<file path="config.mk">
export PLATFORM = sky130hd
export DESIGN_NAME = level_band_event_logger
export DESIGN_NICKNAME = d
export VERILOG_FILES = /design/src/rtl/core/lbel_pkg.sv /design/src/rtl/core/level_band_event_logger.sv /design/src/rtl/core/lbel_ctrl.sv /design/src/rtl/core/lbel_dp.sv
export SDC_FILE = /design/constraint.sdc
export NUM_CORES = 1
export LEC_CHECK = 0
export ABC_AREA = 1
export ABC_CLOCK_PERIOD_IN_PS = 5400
export BUFFER_PORTS_ARGS = -buffer_cell sky130_fd_sc_hd__buf_2
export CAP_MARGIN = 20
export CORE_UTILIZATION = 60
export DETAILED_ROUTE_END_ITERATION = 8
export PLACE_DENSITY = 0.8
export SLEW_MARGIN = 20
export SYNTH_ARGS = -nofsm -noshare
export SYNTH_HDL_FRONTEND = slang
export SYNTH_SLANG_ARGS = --single-unit
export TNS_END_PERCENT = 1
</file>
<file path="constraint.sdc">
create_clock -name clk_i -period 5.4 [get_ports clk_i]
set_clock_uncertainty 0.1 [all_clocks]
set_input_delay 1.08 -clock clk_i [delete_from_list [all_inputs] [get_ports clk_i]]
set_output_delay 1.08 -clock clk_i [all_outputs]
set_load 0.01 [all_outputs]
</file>
<file path="src/rtl/core/lbel_pkg.sv">
`timescale 1ns / 1ps

package lbel_pkg;

  // field widths fixed by the word formats
  localparam int unsigned LevelW = 7;
  localparam int unsigned TimeW  = 17;
  localparam int unsigned DateW  = 16;
  localparam int unsigned ViewW  = 8;
  localparam int unsigned ClassW = 2;
  localparam int unsigned StampW = TimeW + DateW;
  localparam int unsigned ClsLvlW = ClassW + LevelW;

  // register file
  localparam int unsigned CfgAddrW = 1;
  localparam logic [CfgAddrW-1:0] RegThrLow  = 1'b0;
  localparam logic [CfgAddrW-1:0] RegThrHigh = 1'b1;
  localparam logic [LevelW-1:0] ThrLowReset  = 7'd20;
  localparam logic [LevelW-1:0] ThrHighReset = 7'd80;

  // command codes carried on tuser
  localparam logic CmdSample = 1'b0;
  localparam logic CmdRead   = 1'b1;

  typedef enum logic [ClassW-1:0] {
    CLS_OK   = 2'd0,
    CLS_LOW  = 2'd1,
    CLS_HIGH = 2'd2
  } class_e;

  typedef enum logic {
    ST_IDLE,
    ST_RESP
  } state_e;

  // controller to datapath
  typedef struct packed {
    logic accept;
  } ctrl_cmd_t;

endpackage

</file>
<file path="src/rtl/core/level_band_event_logger.sv">
// latency: a word accepted at one edge has its result word valid from the next cycle on
// handshake: a new word is taken only after the previous result word has been taken by the sink,
//   set by the accept/respond controller around the event memory read or write
// reset (rst_ni low, asynchronous): class OK, log empty, thresholds 20 and 80;
//   event memory contents are not cleared and need no clearing pass
`timescale 1ns / 1ps

module level_band_event_logger #(
  parameter int unsigned LOG_DEPTH = 16,
  localparam int unsigned CntW     = $clog2(LOG_DEPTH + 1),
  localparam int unsigned OutBitsW = 79 + CntW,
  localparam int unsigned OutDataW = ((OutBitsW + 7) / 8) * 8
) (
  input  logic                           clk_i,
  input  logic                           rst_ni,
  // configuration write port
  input  logic                           cfg_we_i,
  input  logic [lbel_pkg::CfgAddrW-1:0]  cfg_addr_i,
  input  logic [lbel_pkg::LevelW-1:0]    cfg_wdata_i,
  // input stream
  input  logic                           s_tvalid_i,
  output logic                           s_tready_o,
  // sample_lvl[6:0], now_time[23:7], now_date[39:24], read_age[47:40]
  input  logic [47:0]                    s_tdata_i,
  // command: 0 level sample, 1 read event by age index
  input  logic                           s_tuser_i,
  // result stream
  output logic                           m_tvalid_o,
  input  logic                           m_tready_i,
  // live_class, entry_count, entry_valid, entry_class, entry_level,
  // start_time, start_date, end_time, end_date, entry_closed, zero pad
  output logic [OutDataW-1:0]            m_tdata_o
);

  // controller to datapath
  lbel_pkg::ctrl_cmd_t cmd;

  // input word fields
  logic [lbel_pkg::LevelW-1:0] sample_lvl;
  logic [lbel_pkg::TimeW-1:0]  now_time;
  logic [lbel_pkg::DateW-1:0]  now_date;
  logic [lbel_pkg::ViewW-1:0]  read_age;

  assign sample_lvl = s_tdata_i[6:0];
  assign now_time   = s_tdata_i[23:7];
  assign now_date   = s_tdata_i[39:24];
  assign read_age   = s_tdata_i[47:40];

  // result fields
  logic [lbel_pkg::ClassW-1:0] live_class;
  logic [CntW-1:0]             entry_count;
  logic                        entry_valid;
  logic [lbel_pkg::ClassW-1:0] entry_class;
  logic [lbel_pkg::LevelW-1:0] entry_level;
  logic [lbel_pkg::TimeW-1:0]  start_time;
  logic [lbel_pkg::DateW-1:0]  start_date;
  logic [lbel_pkg::TimeW-1:0]  end_time;
  logic [lbel_pkg::DateW-1:0]  end_date;
  logic                        entry_closed;

  // two-state handshake sequencer: take a word, then present its result
  // until the sink takes it; datapath state holds steady meanwhile
  lbel_ctrl u_ctrl (
    .clk_i       (clk_i),
    .rst_ni      (rst_ni),
    .in_valid_i  (s_tvalid_i),
    .in_ready_o  (s_tready_o),
    .out_valid_o (m_tvalid_o),
    .out_ready_i (m_tready_i),
    .cmd_o       (cmd)
  );

  // classification, ring pointers and event memories; samples update the
  // log at the accept edge, reads latch the addressed entry at that edge
  lbel_dp #(
    .LOG_DEPTH (LOG_DEPTH)
  ) u_dp (
    .clk_i           (clk_i),
    .rst_ni          (rst_ni),
    .cfg_we_i        (cfg_we_i),
    .cfg_addr_i      (cfg_addr_i),
    .cfg_wdata_i     (cfg_wdata_i),
    .cmd_i           (cmd),
    .command_i       (s_tuser_i),
    .sample_lvl_i    (sample_lvl),
    .now_time_i      (now_time),
    .now_date_i      (now_date),
    .read_age_i      (read_age),
    .live_class_o    (live_class),
    .entry_count_o   (entry_count),
    .entry_valid_o   (entry_valid),
    .entry_class_o   (entry_class),
    .entry_level_o   (entry_level),
    .start_time_o    (start_time),
    .start_date_o    (start_date),
    .end_time_o      (end_time),
    .end_date_o      (end_date),
    .entry_closed_o  (entry_closed)
  );

  // pack the result word, first field lowest, zero fill to whole bytes
  assign m_tdata_o = OutDataW'({entry_closed, end_date, end_time, start_date, start_time,
                                entry_level, entry_class, entry_valid, entry_count,
                                live_class});

endmodule

</file>
<file path="src/rtl/core/lbel_ctrl.sv">
`timescale 1ns / 1ps

module lbel_ctrl (
  input  logic                 clk_i,
  input  logic                 rst_ni,
  input  logic                 in_valid_i,
  output logic                 in_ready_o,
  output logic                 out_valid_o,
  input  logic                 out_ready_i,
  output lbel_pkg::ctrl_cmd_t  cmd_o
);

  lbel_pkg::state_e state_q, state_d;

  always_ff @(posedge clk_i or negedge rst_ni) begin
    if (!rst_ni) begin
      state_q <= lbel_pkg::ST_IDLE;
    end else begin
      state_q <= state_d;
    end
  end

  always_comb begin
    state_d      = state_q;
    in_ready_o   = 1'b0;
    out_valid_o  = 1'b0;
    cmd_o.accept = 1'b0;
    case (state_q)
      lbel_pkg::ST_IDLE: begin
        in_ready_o   = 1'b1;
        cmd_o.accept = in_valid_i;
        if (in_valid_i) begin
          state_d = lbel_pkg::ST_RESP;
        end
      end
      lbel_pkg::ST_RESP: begin
        out_valid_o = 1'b1;
        if (out_ready_i) begin
          state_d = lbel_pkg::ST_IDLE;
        end
      end
      default: begin
        state_d = lbel_pkg::ST_IDLE;
      end
    endcase
  end

endmodule

</file>
<file path="src/rtl/core/lbel_dp.sv">
`timescale 1ns / 1ps

module lbel_dp #(
  parameter int unsigned LOG_DEPTH = 16,
  localparam int unsigned CntW = $clog2(LOG_DEPTH + 1)
) (
  input  logic                             clk_i,
  input  logic                             rst_ni,
  input  logic                             cfg_we_i,
  input  logic [lbel_pkg::CfgAddrW-1:0]    cfg_addr_i,
  input  logic [lbel_pkg::LevelW-1:0]      cfg_wdata_i,
  input  lbel_pkg::ctrl_cmd_t              cmd_i,
  input  logic                             command_i,
  input  logic [lbel_pkg::LevelW-1:0]      sample_lvl_i,
  input  logic [lbel_pkg::TimeW-1:0]       now_time_i,
  input  logic [lbel_pkg::DateW-1:0]       now_date_i,
  input  logic [lbel_pkg::ViewW-1:0]       read_age_i,
  output logic [lbel_pkg::ClassW-1:0]      live_class_o,
  output logic [CntW-1:0]                  entry_count_o,
  output logic                             entry_valid_o,
  output logic [lbel_pkg::ClassW-1:0]      entry_class_o,
  output logic [lbel_pkg::LevelW-1:0]      entry_level_o,
  output logic [lbel_pkg::TimeW-1:0]       start_time_o,
  output logic [lbel_pkg::DateW-1:0]       start_date_o,
  output logic [lbel_pkg::TimeW-1:0]       end_time_o,
  output logic [lbel_pkg::DateW-1:0]       end_date_o,
  output logic                             entry_closed_o
);

  localparam int unsigned PtrW = $clog2(LOG_DEPTH);
  localparam int unsigned SumW = PtrW + 1;
  localparam int unsigned CmpW = (CntW > lbel_pkg::ViewW) ? CntW : lbel_pkg::ViewW;
  localparam logic [PtrW-1:0] PtrLast = PtrW'(LOG_DEPTH - 1);
  localparam logic [SumW-1:0] DepthS  = SumW'(LOG_DEPTH);
  localparam logic [CntW-1:0] CntFull = CntW'(LOG_DEPTH);

  // thresholds
  logic [lbel_pkg::LevelW-1:0] thr_low_q, thr_high_q;

  always_ff @(posedge clk_i or negedge rst_ni) begin
    if (!rst_ni) begin
      thr_low_q  <= lbel_pkg::ThrLowReset;
      thr_high_q <= lbel_pkg::ThrHighReset;
    end else if (cfg_we_i) begin
      case (cfg_addr_i)
        lbel_pkg::RegThrLow:  thr_low_q  <= cfg_wdata_i;
        lbel_pkg::RegThrHigh: thr_high_q <= cfg_wdata_i;
        default: ;
      endcase
    end
  end

  // log state
  lbel_pkg::class_e class_q, class_d, cls;
  logic [PtrW-1:0]  wp_q, wp_d, wp_prev, wp_next;
  logic [CntW-1:0]  cnt_q, cnt_d;
  logic             last_open_q, last_open_d;
  logic             rd_valid_q;

  logic push, close_ev, is_sample, hit;
  logic [SumW-1:0] sum;
  logic [PtrW-1:0] rd_idx;
  logic [lbel_pkg::StampW-1:0] now_stamp;

  assign now_stamp = {now_date_i, now_time_i};
  assign is_sample = cmd_i.accept && (command_i == lbel_pkg::CmdSample);
  assign hit       = CmpW'(read_age_i) < CmpW'(cnt_q);
  assign wp_prev   = (wp_q == '0) ? PtrLast : wp_q - PtrW'(1);
  assign wp_next   = (wp_q == PtrLast) ? '0 : wp_q + PtrW'(1);

  // oldest + age, one wrap at most since the age is below the count
  assign sum    = SumW'(wp_q) + DepthS - SumW'(cnt_q) + SumW'(read_age_i);
  assign rd_idx = (sum >= DepthS) ? PtrW'(sum - DepthS) : PtrW'(sum);

  always_comb begin
    if (sample_lvl_i < thr_low_q) begin
      cls = lbel_pkg::CLS_LOW;
    end else if (sample_lvl_i > thr_high_q) begin
      cls = lbel_pkg::CLS_HIGH;
    end else begin
      cls = lbel_pkg::CLS_OK;
    end
  end

  always_comb begin
    push        = 1'b0;
    close_ev    = 1'b0;
    class_d     = class_q;
    wp_d        = wp_q;
    cnt_d       = cnt_q;
    last_open_d = last_open_q;
    if (is_sample && (cls != class_q)) begin
      class_d = cls;
      case (cls)
        lbel_pkg::CLS_OK: begin
          // newest event closes once; an empty log never reports open
          if (last_open_q) begin
            close_ev    = 1'b1;
            last_open_d = 1'b0;
          end
        end
        default: begin
          push        = 1'b1;
          wp_d        = wp_next;
          last_open_d = 1'b1;
          if (cnt_q != CntFull) begin
            cnt_d = cnt_q + CntW'(1);
          end
        end
      endcase
    end
  end

  always_ff @(posedge clk_i or negedge rst_ni) begin
    if (!rst_ni) begin
      class_q     <= lbel_pkg::CLS_OK;
      wp_q        <= '0;
      cnt_q       <= '0;
      last_open_q <= 1'b0;
      rd_valid_q  <= 1'b0;
    end else begin
      class_q     <= class_d;
      wp_q        <= wp_d;
      cnt_q       <= cnt_d;
      last_open_q <= last_open_d;
      if (cmd_i.accept) begin
        rd_valid_q <= (command_i == lbel_pkg::CmdRead) && hit;
      end
    end
  end

  // event memories, one write and one registered read each
  logic [lbel_pkg::ClsLvlW-1:0] mem_cl    [LOG_DEPTH];
  logic [lbel_pkg::StampW-1:0]  mem_start [LOG_DEPTH];
  logic [lbel_pkg::StampW-1:0]  mem_end   [LOG_DEPTH];
  logic                         mem_closed[LOG_DEPTH];

  logic [lbel_pkg::ClsLvlW-1:0] rd_cl_q;
  logic [lbel_pkg::StampW-1:0]  rd_start_q, rd_end_q;
  logic                         rd_closed_q;
  logic                         rd_en;
  logic [PtrW-1:0]              flag_addr;

  assign rd_en     = cmd_i.accept && (command_i == lbel_pkg::CmdRead);
  assign flag_addr = push ? wp_q : wp_prev;

  always_ff @(posedge clk_i) begin
    if (push) begin
      mem_cl[wp_q]    <= {cls, sample_lvl_i};
      mem_start[wp_q] <= now_stamp;
    end
    if (close_ev) begin
      mem_end[wp_prev] <= now_stamp;
    end
    if (push || close_ev) begin
      mem_closed[flag_addr] <= close_ev;
    end
    if (rd_en) begin
      rd_cl_q     <= mem_cl[rd_idx];
      rd_start_q  <= mem_start[rd_idx];
      rd_end_q    <= mem_end[rd_idx];
      rd_closed_q <= mem_closed[rd_idx];
    end
  end

  logic show_end;
  assign show_end = rd_valid_q && rd_closed_q;

  assign live_class_o   = class_q;
  assign entry_count_o  = cnt_q;
  assign entry_valid_o  = rd_valid_q;
  assign entry_class_o  = rd_valid_q ? rd_cl_q[lbel_pkg::ClsLvlW-1:lbel_pkg::LevelW] : '0;
  assign entry_level_o  = rd_valid_q ? rd_cl_q[lbel_pkg::LevelW-1:0] : '0;
  assign start_time_o   = rd_valid_q ? rd_start_q[lbel_pkg::TimeW-1:0] : '0;
  assign start_date_o   = rd_valid_q ? rd_start_q[lbel_pkg::StampW-1:lbel_pkg::TimeW] : '0;
  assign end_time_o     = show_end ? rd_end_q[lbel_pkg::TimeW-1:0] : '0;
  assign end_date_o     = show_end ? rd_end_q[lbel_pkg::StampW-1:lbel_pkg::TimeW] : '0;
  assign entry_closed_o = show_end;

endmodule
</file>
==> summary.md <==
## Status
• outcome: complete, no violations

## STA
• aggregate negative setup slack: 0 ns
• number of failing setup endpoints in the final timing report: 0
• Hold Fails Final Rpt: 0
• share of the clock period used by the worst path after layout: 76.9%
• RSZ-0062 raised after global routing: no
• transition time at the pin with the least slew margin: 0.900 ns
• Worst slew margin: 40.0%
• maximum operating frequency: 241 MHz
• time the worst path needs with I/O delays and setup: 4.15 ns
• Slew Viols, Final: 0

## Floorplanning
• I/O pins: 152
• Starting Density: 60.6%
• chip height: 298 um
• number of rows in the core area: 108
• overall die area: 0.0887 mm2
• overall die width: 298 um
• area inside the core boundary: 0.0868 mm2

## Clock tree
• buffer cell driving the clock tree root: clkbuf_16
• Post-CTS Setup Repair Bufs: 0
• Clock H-tree levels: 3
• number of buffers added by the clock tree synthesis step: 121
• clock insertion delay at the later pin of the skew report: 0.69 ns
• CTS tree: built
• Clock Path Buffers: 3
• number of clock sinks seen by CTS: 1,320
• PostCTS Resize Cnt: 0
• CTS hold repair buffers: 0
• clock-pin transition on the worst setup and hold timing paths: 0.06 ns

## Global route
• total global routing track utilization: 28.6%
• maximum number of pins on one net before global-route repair: 144
• Overflow after GRT: 0
• vias in the first global route: 32,100
• wire length of the first global-routing pass: 192,000 um
• initial antenna violation count: 1

## Routing
• antenna viol nets, final: 0
• detailed router's first-iteration violation count: 4,178
• average wire per standard cell: 24.9 um
• Total Routed Length: 128,000 um
• total via count in the routed design: 32,600
• first-pass iteration count of the detailed router: 6
• # DRC: 0
• via density per instance: 6.32

## Synth
• library cell occupying the most area in the post-synthesis netlist: edfxtp_1
• Cells after Synth: 3,786
• share of synthesized cell area in and, or, nand and nor gates: 7.80%
• share of the synthesized area in the top cell type: 73.8%
• flip-flop and latch count after synthesis: 1,320
• Post-Syn Area per Cell: 13.9 um2
• multiplexer share of the synthesized area: 2.90%
• Cell variety after synth: 36
• adder and majority cell fraction of the synthesized area: 0.805%
• dominant cells by area after synthesis: edfxtp_1 74%, nor2_1 3.9%, nand2_1 3.6%, o21ai_0 3.1%, mux2i_1 2.9%
• combinational family with the most area after synthesis: compound AO/OA/AOI/OAI gates
• post-synthesis share of cell area spent on xor and xnor gates: 0.229%
• post-synthesis sequential area ratio: 75.2%
• share of the synthesized area in compound gates (AO/OA/AOI/OAI): 9.84%
• area of the mapped netlist: 0.0525 mm2
• number of synthesis warnings: 0

## Finish
• share of layout cells above drive strength 1: 12.0%
• layout filler cell count: 5,652
• most common library cell in the layout ignoring fill and taps: edfxtp_1
• highest-count cells in the layout ignoring fill and taps: 1,292 x edfxtp_1, 514 x nor2_1, 505 x nand2_1
• Nets: 3,989
• number of diodes added for antenna fixing: 0
• post-route cell area: 0.0590 mm2
• area growth from synthesis to layout: 12.3%
• non-filler instance count after layout: 5,155
• final core utilization: 68.0%

## Setup path
• critical path capture point type: flip-flop
• cell with the largest stage delay on the worst path: fa_4
• sum of buffers and inverters on the critical path: 4
• longest individual stage delay on the worst path: 1.26 ns
• end of the worst register-to-register path: u_dp.rd_cl_q[0]$_DFFE_PP_
• kind of critical path: reg -> reg
• data required time of the worst path: 5.85 ns
• worst path cell trace: inv_1 > ha_1 > inv_1 > ha_4 > inv_1 > fa_4 > buf_4 > o21ai_0 > o221ai_1 > o311ai_1 > nand2_1
• crit path DAT: 4.61 ns
• most used cell along the critical path: inv_1
• logic depth of the worst register-to-register path: 11
• worst setup slack for register-to-register paths: 1.25 ns
• Worst R2R Start: u_dp.wp_q[0]$_DFFE_PN0P_
• crit-path leading delay family: adder cells
• crit path max fanout: 50
• Worst Setup Start Kind: flip-flop

## Placement
• placer congestion estimate: 0.855
• count of buffers from port buffering: 147
• post-placement cell count: 4,927
• final HPWL from detailed placement: 67,000 um
• instance area after placement: 0.0550 mm2

## Worst hold path
• worst hold-check path type: in -> async

## Job
• count of maximum capacitance violations: 0

==> metal layers <==
metal / up-vias / global-route usage, % / wire length (um)
li1: 14300 / - / -
met1: 16000 / 39.2 / 48400
met2: 2013 / 47.3 / 62900
met3: 287 / 3.95 / 12500
met4: 0 / 10.5 / 4270
met5: - / 0 / 0
==> metrics by stage <==
stage	hold slack, ns	setup WS (ns)
floorplan	0.353	0.415
detailed placement	0.375	0.932
global route	0.357	1.08
global placement	0.370	1.03
finish	0.311	1.25
CTS	0.306	1.30
==> logic make-up (layout without fill, tap and decap cells) <==
group,Yosys count,in the layout
xor gates and xnor gates,12,12
buffers and inverters,393,604
adders and majority gates,32,32
and+or+nand+nor,1077,1077
other,1,4
DFF,1320,1320
AOI/OAI and AO/OA,799,799
muxes,152,152
==> registers in the layout, indices dropped and copies added (netlist names) <==
name / cells
u_dp.entry_valid_o: 1
u_dp.rd_closed_q: 1
u_dp.thr_low_q: 7
u_dp.last_open_q: 1
u_dp.mem_start: 528
u_dp.mem_end: 528
u_dp.rd_start_q: 33
u_dp.mem_cl: 144
u_dp.rd_end_q: 33
u_ctrl.state_q: 1
u_dp.entry_count_o: 5
u_dp.thr_high_q: 7
u_dp.rd_cl_q: 9
u_dp.wp_q: 4
u_dp.live_class_o: 2
u_dp.mem_closed: 16
==> how the worst max path moves through the flow <==
stage / cells after the start / from / to
2_1_floorplan: 2 / s_tvalid_i / u_dp.rd_cl_q[0]$_DFFE_PP_
3_5_place_dp: 13 / s_tdata_i[6] / u_dp.mem_start[8][6]$_DFFE_PP_
6_report: 11 / u_dp.wp_q[0]$_DFFE_PN0P_ / u_dp.rd_cl_q[0]$_DFFE_PP_
4_1_cts: 11 / u_dp.wp_q[0]$_DFFE_PN0P_ / u_dp.rd_cl_q[0]$_DFFE_PP_
3_3_place_gp: 14 / s_tdata_i[5] / u_dp.mem_end[12][7]$_DFFE_PP_
5_1_grt: 11 / u_dp.wp_q[0]$_DFFE_PN0P_ / u_dp.rd_cl_q[0]$_DFFE_PP_
==> cells in the mapped netlist <==
cell type and count:
a211oi_1 1, a21o_1 2, a21oi_1 156, buf_1 7, buf_2 66, buf_4 15
buf_6 11, clkbuf_1 155, conb_1 1, dfrtp_1 24, dfstp_2 4, edfxtp_1 1292
fa_1 3, ha_1 29, inv_1 136, inv_2 3, mux2i_1 152, nand2_1 506
nand2_2 1, nand3_1 12, nand3_2 1, nand3_4 1, nand4_1 4, nor2_1 547
nor2_2 2, nor3_1 2, nor4_1 1, o211ai_1 2, o21ai_0 330, o21ai_2 4
o221ai_1 152, o311ai_0 20, o311ai_1 132, xnor2_1 2, xor2_1 8, xor2_2 2
==> area by class of cell <==
class / count / area (um2) / share of cell area (%)
Inverter: 139 / 532 / 0.901
Sequential cell: 1320 / 39500 / 66.9
Tap cell: 1155 / 1450 / 2.45
Multi-Input combinational cell: 2076 / 11600 / 19.7
Clock inverter: 87 / 842 / 1.43
Timing Repair Buffer: 237 / 1900 / 3.22
Clock buffer: 141 / 3150 / 5.33
Power is not shown: default switching activity piles up to over one toggle a cycle in this logic, so the estimate is an artifact.
